**src/hw/rtl/led_error_code_blinker_defines.svh**
```systemverilog
// assertion helpers for the led error code blinker
`ifndef LED_ERROR_CODE_BLINKER_DEFINES_SVH
`define LED_ERROR_CODE_BLINKER_DEFINES_SVH

// same-cycle implication, checked outside reset
`define LEB_ASSERT_NOW(label, ante, cons, msg) \
    label: assert property (@(posedge clk) disable iff (!rst_n) (ante) |-> (cons)) \
        else $error(msg);

// next-cycle implication, checked outside reset
`define LEB_ASSERT_NEXT(label, ante, cons, msg) \
    label: assert property (@(posedge clk) disable iff (!rst_n) (ante) |=> (cons)) \
        else $error(msg);

`endif

```
**src/hw/rtl/ledblk_pkg.sv**
```systemverilog
package ledblk_pkg;

    localparam int DEF_TIMER_WIDTH = 16;

    localparam int CFG_WIDTH       = 16;
    localparam int CFG_INDEX_WIDTH = 3;

    typedef logic [CFG_WIDTH-1:0]       cfg_word_t;
    typedef logic [CFG_INDEX_WIDTH-1:0] cfg_index_t;
    typedef logic [3:0]                 phase_t;
    typedef logic [3:0]                 digit_t;
    typedef logic [2:0]                 levels_t;

    // register indexes
    localparam cfg_index_t REG_SPACE     = 3'd0;
    localparam cfg_index_t REG_PULSE_ON  = 3'd1;
    localparam cfg_index_t REG_PULSE_OFF = 3'd2;
    localparam cfg_index_t REG_END       = 3'd3;

    localparam cfg_word_t SPACE_RESET     = 16'd200;
    localparam cfg_word_t PULSE_ON_RESET  = 16'd300;
    localparam cfg_word_t PULSE_OFF_RESET = 16'd300;
    localparam cfg_word_t END_RESET       = 16'd1000;

    localparam logic [7:0] CODE_MAX = 8'd99;
    // tens = (code * 103) >> 10, exact for codes up to 99
    localparam logic [13:0] DIV10_RECIP = 14'd103;
    localparam int          DIV10_SHIFT = 10;

    // phase codes
    localparam phase_t PH_MARK0    = 4'd0;
    localparam phase_t PH_MARK1    = 4'd1;
    localparam phase_t PH_MARK2    = 4'd2;
    localparam phase_t PH_MARKGAP  = 4'd3;
    localparam phase_t PH_TENS_ON  = 4'd4;
    localparam phase_t PH_TENS_OFF = 4'd5;
    localparam phase_t PH_SEP_A    = 4'd6;
    localparam phase_t PH_SEP_B    = 4'd7;
    localparam phase_t PH_SEP_ON   = 4'd8;
    localparam phase_t PH_SEP_OFF  = 4'd9;
    localparam phase_t PH_ONES_ON  = 4'd10;
    localparam phase_t PH_ONES_OFF = 4'd11;
    localparam phase_t PH_END      = 4'd12;

    // bit0 = led_one, bit1 = led_two, bit2 = led_three
    function automatic levels_t phase_levels(phase_t ph);
        levels_t lv;
        case (ph)
            PH_MARK0:                           lv = 3'b100;
            PH_MARK1:                           lv = 3'b110;
            PH_MARK2, PH_TENS_ON, PH_ONES_ON:   lv = 3'b111;
            PH_SEP_ON:                          lv = 3'b010;
            default:                            lv = 3'b000;
        endcase
        return lv;
    endfunction

endpackage

```
**src/hw/rtl/led_error_code_blinker.sv**
```systemverilog
// channel | valid    | stall     | beat fields
// --------+----------+-----------+----------------------------------------
// in      | in_valid | in_stall  | command, error_code
// out     | out_valid| out_stall | led_one, led_two, led_three, active
// cfg     | cfg_write| (none)    | cfg_index, cfg_data
//
// one beat per cycle while in_stall is low; each input beat yields its result in the
// next cycle from the output register, set by the single phase/timer update path
// in_stall is high only while the output register holds an untaken beat
// reset clears the pattern state and loads the default timing registers
`include "led_error_code_blinker_defines.svh"

module led_error_code_blinker #(
    parameter int TIMER_WIDTH = ledblk_pkg::DEF_TIMER_WIDTH
) (
    input  logic                          clk,
    input  logic                          rst_n,

    input  logic                          cfg_write,
    input  ledblk_pkg::cfg_index_t        cfg_index,
    input  ledblk_pkg::cfg_word_t         cfg_data,

    input  logic                          in_valid,
    output logic                          in_stall,
    input  logic                          command,
    input  logic [7:0]                    error_code,

    output logic                          out_valid,
    input  logic                          out_stall,
    output logic                          led_one,
    output logic                          led_two,
    output logic                          led_three,
    output logic                          active
);

    typedef logic [TIMER_WIDTH-1:0] timer_t;

    ledblk_pkg::cfg_word_t space_reg;
    ledblk_pkg::cfg_word_t pulse_on_reg;
    ledblk_pkg::cfg_word_t pulse_off_reg;
    ledblk_pkg::cfg_word_t end_reg;

    logic                  running_reg, running_next;
    ledblk_pkg::phase_t    phase_reg, phase_next;
    timer_t                timer_reg, timer_next;
    ledblk_pkg::digit_t    count_reg, count_next;
    ledblk_pkg::digit_t    tens_reg, tens_next;
    ledblk_pkg::digit_t    ones_reg, ones_next;

    logic                  out_valid_reg;
    ledblk_pkg::levels_t   levels_reg, levels_next;
    logic                  active_reg;

    logic                  accept;
    logic [6:0]            sat_code;
    logic [13:0]           recip_prod;
    ledblk_pkg::digit_t    code_tens;
    logic [6:0]            tens_ext;
    logic [6:0]            ones_wide;
    ledblk_pkg::cfg_word_t len_sel;
    logic [31:0]           len_ext;
    timer_t                len_raw;
    timer_t                phase_len;
    timer_t                timer_inc;
    logic                  phase_done;
    ledblk_pkg::digit_t    count_inc;

    assign in_stall  = out_valid_reg & out_stall;
    assign accept    = in_valid & ~in_stall;

    assign out_valid = out_valid_reg;
    assign led_one   = levels_reg[0];
    assign led_two   = levels_reg[1];
    assign led_three = levels_reg[2];
    assign active    = active_reg;

    // configuration registers
    always_ff @(posedge clk or negedge rst_n)
    begin
        if (!rst_n)
        begin
            space_reg     <= ledblk_pkg::SPACE_RESET;
            pulse_on_reg  <= ledblk_pkg::PULSE_ON_RESET;
            pulse_off_reg <= ledblk_pkg::PULSE_OFF_RESET;
            end_reg       <= ledblk_pkg::END_RESET;
        end
        else if (cfg_write)
        begin
            unique case (cfg_index)
                ledblk_pkg::REG_SPACE:     space_reg     <= cfg_data;
                ledblk_pkg::REG_PULSE_ON:  pulse_on_reg  <= cfg_data;
                ledblk_pkg::REG_PULSE_OFF: pulse_off_reg <= cfg_data;
                ledblk_pkg::REG_END:       end_reg       <= cfg_data;
                default: ;
            endcase
        end
    end

    // saturate to 99 and split into digits
    always_comb
    begin
        sat_code   = (error_code > ledblk_pkg::CODE_MAX) ? ledblk_pkg::CODE_MAX[6:0]
                                                         : error_code[6:0];
        recip_prod = 14'(sat_code) * ledblk_pkg::DIV10_RECIP;
        code_tens  = 4'(recip_prod >> ledblk_pkg::DIV10_SHIFT);
        tens_ext   = 7'(code_tens);
        ones_wide  = sat_code - (tens_ext << 3) - (tens_ext << 1);
    end

    // length of the current phase, zero counts as one
    always_comb
    begin
        if (phase_reg <= ledblk_pkg::PH_MARKGAP)
            len_sel = space_reg;
        else if (phase_reg == ledblk_pkg::PH_END)
            len_sel = end_reg;
        else if (phase_reg > ledblk_pkg::PH_END)
            len_sel = ledblk_pkg::cfg_word_t'(1);
        else if (!phase_reg[0])
            len_sel = pulse_on_reg;
        else
            len_sel = pulse_off_reg;
        len_ext   = 32'(len_sel);
        len_raw   = len_ext[TIMER_WIDTH-1:0];
        phase_len = (len_raw == '0) ? TIMER_WIDTH'(1) : len_raw;
    end

    assign timer_inc  = timer_reg + TIMER_WIDTH'(1);
    assign phase_done = (timer_inc == '0) || (timer_inc >= phase_len);
    assign count_inc  = count_reg + 4'd1;

    always_comb
    begin
        running_next = running_reg;
        phase_next   = phase_reg;
        timer_next   = timer_reg;
        count_next   = count_reg;
        tens_next    = tens_reg;
        ones_next    = ones_reg;
        levels_next  = '0;

        if (command)
        begin
            tens_next    = code_tens;
            ones_next    = ones_wide[3:0];
            running_next = 1'b1;
            phase_next   = ledblk_pkg::PH_MARK0;
            timer_next   = '0;
            count_next   = '0;
            levels_next  = ledblk_pkg::phase_levels(ledblk_pkg::PH_MARK0);
        end
        else if (running_reg)
        begin
            levels_next = ledblk_pkg::phase_levels(phase_reg);
            timer_next  = timer_inc;
            if (phase_done)
            begin
                timer_next = '0;
                unique case (phase_reg)
                    ledblk_pkg::PH_MARK0,
                    ledblk_pkg::PH_MARK1,
                    ledblk_pkg::PH_MARK2,
                    ledblk_pkg::PH_SEP_A,
                    ledblk_pkg::PH_SEP_B,
                    ledblk_pkg::PH_SEP_ON:
                        phase_next = phase_reg + 4'd1;
                    ledblk_pkg::PH_MARKGAP:
                    begin
                        count_next = '0;
                        phase_next = (tens_reg == '0) ? ledblk_pkg::PH_SEP_A
                                                      : ledblk_pkg::PH_TENS_ON;
                    end
                    ledblk_pkg::PH_TENS_ON:
                        phase_next = ledblk_pkg::PH_TENS_OFF;
                    ledblk_pkg::PH_TENS_OFF:
                    begin
                        count_next = count_inc;
                        phase_next = (count_inc < tens_reg) ? ledblk_pkg::PH_TENS_ON
                                                            : ledblk_pkg::PH_SEP_A;
                    end
                    ledblk_pkg::PH_SEP_OFF:
                    begin
                        count_next = '0;
                        phase_next = (ones_reg == '0) ? ledblk_pkg::PH_END
                                                      : ledblk_pkg::PH_ONES_ON;
                    end
                    ledblk_pkg::PH_ONES_ON:
                        phase_next = ledblk_pkg::PH_ONES_OFF;
                    ledblk_pkg::PH_ONES_OFF:
                    begin
                        count_next = count_inc;
                        phase_next = (count_inc < ones_reg) ? ledblk_pkg::PH_ONES_ON
                                                            : ledblk_pkg::PH_END;
                    end
                    default:
                        phase_next = ledblk_pkg::PH_MARK0;
                endcase
            end
        end
    end

    always_ff @(posedge clk or negedge rst_n)
    begin
        if (!rst_n)
        begin
            running_reg <= 1'b0;
            phase_reg   <= ledblk_pkg::PH_MARK0;
            timer_reg   <= '0;
            count_reg   <= '0;
            tens_reg    <= '0;
            ones_reg    <= '0;
        end
        else if (accept)
        begin
            running_reg <= running_next;
            phase_reg   <= phase_next;
            timer_reg   <= timer_next;
            count_reg   <= count_next;
            tens_reg    <= tens_next;
            ones_reg    <= ones_next;
        end
    end

    // result register
    always_ff @(posedge clk or negedge rst_n)
    begin
        if (!rst_n)
            out_valid_reg <= 1'b0;
        else if (accept)
            out_valid_reg <= 1'b1;
        else if (!out_stall)
            out_valid_reg <= 1'b0;
    end

    always_ff @(posedge clk)
    begin
        if (accept)
        begin
            levels_reg <= levels_next;
            active_reg <= running_next;
        end
    end

    `LEB_ASSERT_NEXT(a_beat_lands, accept, out_valid_reg, "accepted beat produced no result")
    `LEB_ASSERT_NEXT(a_start_shows_marker, accept && command,
        active && led_three && !led_two && !led_one, "start beat did not show first marker")
    `LEB_ASSERT_NOW(a_phase_reachable, running_reg, phase_reg <= ledblk_pkg::PH_END,
        "pattern entered an unused phase")
    `LEB_ASSERT_NOW(a_digits_decimal, 1'b1, tens_reg <= 4'd9 && ones_reg <= 4'd9,
        "stored digit out of decimal range")
    `LEB_ASSERT_NOW(a_tens_count_bound,
        phase_reg == ledblk_pkg::PH_TENS_ON || phase_reg == ledblk_pkg::PH_TENS_OFF,
        count_reg < tens_reg, "tens pulse count ran past the digit")

endmodule
```
**config.mk**
```make
export PLATFORM = sky130hd
export DESIGN_NAME = led_error_code_blinker
export DESIGN_NICKNAME = d
export VERILOG_FILES = /design/src/hw/rtl/ledblk_pkg.sv /design/src/hw/rtl/led_error_code_blinker.sv
export VERILOG_INCLUDE_DIRS = /design/src /design/src/hw/rtl
export SDC_FILE = /design/constraint.sdc
export NUM_CORES = 1
export LEC_CHECK = 0
export CORE_UTILIZATION = 56
export DETAILED_ROUTE_END_ITERATION = 10
export DONT_BUFFER_PORTS = 1
export PLACE_DENSITY_LB_ADDON = 0.3
export REMOVE_ABC_BUFFERS = 1
export SETUP_SLACK_MARGIN = 0.3
export SLEW_MARGIN = 20
export SYNTH_ARGS = -nofsm -noshare
export SYNTH_HDL_FRONTEND = slang
export SYNTH_SLANG_ARGS = --single-unit
```
**constraint.sdc**
```tcl
create_clock -name clk -period 11.7 [get_ports clk]
set_input_delay 2.34 -clock clk [delete_from_list [all_inputs] [get_ports clk]]
set_output_delay 2.34 -clock clk [all_outputs]
set_load 0.03 [all_outputs]
```
### Word-level counts from Yosys, hierarchy flattened

Cells that the tools add are included.

* output and inout port bits: 6
* flip-flop bits (word level): 102

* bitwise logic cells: 4
* $lt $le $gt $ge: 6
* $add $sub $neg: 5
* multipliers: 1
* equal/unequal tests: 16
* muxes and demuxes: 26
* reductions and logical operators: 23

Operator list (count)
* $mux 16: 8
* $logic_not 16->1: 2
* $pmux 4 s7: 1
* $mux 4: 6
* $eq 4x4->1 const B: 5
* $add 16x1->16 const B: 1
* $eq 4x3->1 const B: 4
* $ge 16x16->1: 1
* $mul 7x7->14 const B: 1
* $logic_not 4->1: 3
* $pmux 3 s4: 1
* $reduce_and 2->1: 6
* $mux 3: 3
* $add 4x1->4 const B: 2
* $eq 4x2->1 const B: 2
* $gt 8x7->1 const B: 1
* $lt 4x4->1: 2
* $pmux 4 s2: 1
* $sub 4x4->4: 2
* $mux 7: 1
* $eq 3x2->1 const B: 2
* $reduce_or 2->1: 3
* $reduce_or 6->1: 1
* $eq 4x1->1 const B: 1
* 15 further kinds: 21

### Depth between registers and ports, before layout

* depth in word-level cells: 11
* gate-level depth with buffers: 23
* mapped depth without buffers: 19

### Least setup slack after synthesis

OpenSTA, ideal clock, no wires.

* kind: input to register
* start point: input port error_code[4]
* end point: register ones_reg[3]
* arrival time: 7158 ps
* setup slack: 4465 ps
* cell stages on the path: 18
* path buffers: 0
* required time: 11623 ps
* cell sequence: or3_1 -> a31oi_1 -> nand2b_1 -> ha_1 -> inv_1 -> fa_1 -> inv_1 -> fa_1 -> ha_1 -> ha_1 -> and4_1 -> and3_1 -> a2111oi_0 -> xnor2_1 -> ha_1 -> a21boi_0 -> xnor3_1 -> o21ai_1

* elaborated cells between the ends (all ways): 5
* classes of those cells: add/sub: 2; mul: 1; order compare: 1; mux: 1

RTL lines
* start, declared: RTL line led_error_code_blinker.sv:26 `input logic [7:0] error_code,`
* $gt 8x7->1: RTL line led_error_code_blinker.sv:102 `sat_code = (error_code > ledblk_pkg::CODE_MAX) ? ledblk_pkg::CODE_MAX[6:0]`
* $mux 7 *: RTL line led_error_code_blinker.sv:102
* $mul 7x7->14 *: RTL line led_error_code_blinker.sv:104 `recip_prod = 14'(sat_code) * ledblk_pkg::DIV10_RECIP;`
* net recip_prod[11]: RTL line led_error_code_blinker.sv:56 `logic [13:0] recip_prod;`
* $sub 4x4->4 *: RTL line led_error_code_blinker.sv:107 `ones_wide = sat_code - (tens_ext << 3) - (tens_ext << 1);`
* end signal, assigned: RTL line led_error_code_blinker.sv:220 `ones_reg <= ones_next;`
* end, declared: RTL line led_error_code_blinker.sv:48 `ledblk_pkg::digit_t ones_reg, ones_next;`

Mark *: on every way through the listed nets, which the timed path passes. The rest lies on a longest branch.
A chain may end at the register's enable or synchronous reset.

### Final worst setup path

Ends and elaborated chain as after synthesis.

==> metrics <==
outcome=finished clean; Worst Setup Path Type=primary input to register; CTS Root Buffer Type=clkbuf_16; total number of clock tree sinks=slightly above 100; Die Footprint=12800 um2; dominant synthesized flop cell=dfrtp_1; H-tree level count=3; Layout Area Growth over Synthesis=6.21%; worst rel slew slack=between 30 and 40%; combinational fraction of design power=around two fifths; final weighted congestion of routability-driven global placement=between 0.8 and 0.9; Initial DRC Count=between 200 and 300; first-pass GRT wire length=24300 um; post-CTS setup buffer count=0; power per cell area=approximately 180 nW/um2; via count of the first global-routing pass=around 5000; portion of the post-synthesis area used by sequential elements=37.5%; sum of buffers and inverters on the critical path=3; Resized cells post-CTS=0; area fraction of the dominant cell type after synthesis=between 20% and 30%; fin worst setup slack=around 4.2 ns; Max Fclk=133 MHz; Remaining DRCs=0; largest driver fanout on the critical path=7; critical-path cell list=or3_1 > a31oi_1 > nand2_1 > inv_1 > ha_1 > inv_1 > fa_1 > inv_1 > fa_1 > ha_1 > ha_1 > and4_1 > and3_1 > a2111oi_1 > xnor2_1 > ha_1 > a21boi_0 > xnor3_1 > o21ai_1; Syn Inst Count=between 600 and 700; maximum number of pins on one net before global-route repair=99; Switching Share=between 30% and 40%; Worst path max stage delay=roughly 0.74 ns; Pleak=about 0.0033 uW; most common cell type on the critical path=ha_1; number of antenna violations at the first check in global routing=0; horizontal die dimension=around 110 um; number of nets with antenna violations after routing=0; Placed Cells incl. Taps=800; clock share of power=22.7%; flip-flop and latch count after synthesis=roughly 100; Internal=approximately 800 uW; setup total negative slack=0 ns; post-layout min period=7.52 ns; arrival time at the worst endpoint=between 7 and 8 ns; worst hold slack after final layout=0.506 ns; post-placement worst setup slack=approximately 3.8 ns; path type of the worst min-delay path=register to register; CTS clk-pin slew, worst paths=roughly 0.070 ns; RSZ-0062 raised after global routing=false; final slew viol count=0; number of nets in the finished design=between 700 and 800; layout cell share with drive strength beyond 1=19.4%; Tightest Pin Transition=just over 1 ns; share of power burned in registers=38.0%; via count=between 4000 and 5000; total gr overflow=0; overall routing resource usage=24.4%; slowest CP cell=a2111oi_1; Post-Synthesis Mean Instance Area=between 10 and 15 um2; wire length reported by the detailed router=~14000 um; final cell count without fillers=~820; vias per cell=between 6 and 7; final hold viol count=0; count of TritonRoute iterations in the first routing pass=5; kind of cell adding the most delay to the critical path=adder cells; Layout Skew=0.0106 ns; Worst Setup Start Kind=primary input; maximum clock insertion buffer count=2; die boundary height=113 um; endpoint class of the critical path=register; Max VDD drop=124 uV; TritonCTS clock tree=yes; power consumption=roughly 1300 uW; Initial Utilization=a little under three fifths; required arrival time at the worst endpoint=11.98 ns; number of synthesized flops with an enable pin=4; leading post-synthesis cells by cell area=dfrtp_1, ha_1, mux2_2; Synth Cell Area=approximately 7000 um2; WL/cell=between 15 and 20 um; period utilisation layout=64.3%; MaxCap Viol Count=0; count of cell types in the netlist=62; Final setup viols=0; number of top-level pins=39; power dissipated by switching net loads=between 400 and 500 uW; Detailed Place HPWL=around 10000 um; number of buffers added on ports=0; # diodes=0; number of placement rows=40; TritonCTS Buffers=9; count of synthesis-stage warnings from yosys=0; ys async rst share=a little over nine tenths; number of buffers inserted for hold repair after clock tree synthesis=0; core footprint=approximately 12000 um2; insertion delay of the later-clocked pin in the worst-skew pair=roughly 0.36 ns; cell type contributing the most total cell area after synthesis=dfrtp_1
## worst reg2reg max path: cells and delay by family (launching register included)
kind / cells / cell delay, ns
adder cells (fa/ha/maj): 2 / 0.65
AO/OA/AOI/OAI: 7 / 1.22
flip-flops: 1 / 0.77
buffers and inverters: 2 / 0.40
multiplexers: 1 / 0.31
AND/OR/NAND/NOR: 6 / 1.53
## cell usage after synthesis (all sizes together) (7+ instances only)
master,count
dfrtp,81
mux2,72
ha,67
nand2,60
inv,49
o21ai,43
a21oi,37
nor2,27
clkbuf,24
a211oi,20
mux2i,19
dfstp,17
xor2,14
nand2b,13
nand3,12
buf,11
nand4,11
xnor2,11
fa,8
nor4,8
and3,7
## kinds of logic after synthesis
| kind of cell | share of synthesized area, % |
|---|---|
| multiplexers | 14.6 |
| AO/OA/AOI/OAI | 12.5 |
| buffers and inverters | 4.69 |
| XOR/XNOR | 3.49 |
| flip-flops | 37.5 |
| AND/OR/NAND/NOR | 12.8 |
| adder cells (fa/ha/maj) | 14.4 |
## worst paths after layout
path / to / slack (ns) / startpoint / depth (start not counted)
setup / recovery: ones_reg[3] / 4.18 / error_code[4] / 19
hold / removal: pulse_off_reg[14] / 0.51 / pulse_off_reg[14] / 1
setup reg to reg: phase_reg[0] / 6.73 / phase_reg[0] / 18
hold reg to reg: pulse_off_reg[14] / 0.51 / pulse_off_reg[14] / 1
max in group asynchronous: pulse_off_reg[8] / 9.79 / rst_n / 0
min in group asynchronous: ones_reg[0] / 1.67 / rst_n / 0
## power groups by stage
stage	registers (uW)	clock network (uW)	logic (uW)
2_1_floorplan	503	0	366
3_3_place_gp	492	0	473
3_5_place_dp	497	0	501
4_1_cts	491	302	508
5_1_grt	503	315	577
6_report	492	294	509
## cells in the final DEF (no fill, tap or decap), drive strengths merged, types with 5 or more instances in the layout
master  count
a21oi      37
a211oi     20
fa          8
o21ai      43
ha         67
nand2      60
inv        51
dfrtp      81
nand3      12
nand4      11
mux2       72
and3        7
nor2       27
nor3        5
a31oi       5
a21o        5
or2         5
nor4        8
xor2       14
clkbuf     10
and2        6
mux2i      19
nand2b     13
dfstp      17
xnor2      11
buf         6
## through the flow
stage,cell area (um2),utilization (%)
final,7340,61.1
after global routing,7340,61.1
after CTS,7330,61.0
after detailed placement,7030,58.6
after global placement,7030,58.6
after floorplan,6770,-
## per-layer routing
layer,part of all wire [%],GRT usage [%],vias to the layer above
met2,48,41.4,97
li1,-,-,2402
met5,0,0,-
met3,4.3,6.75,20
met4,1.6,6.14,0
met1,46,30.7,2432
## area by class of cell
cell class / count / area, um2
clock inverter: 6 / 56.3
fill: 990 / 4670
tap: 147 / 184
multi-input combinational: 497 / 4040
sequential: 102 / 2590
timing repair buffer: 6 / 48.8
clock buffer: 10 / 239
inverter: 49 / 184
(Power assumes the default switching activity.)
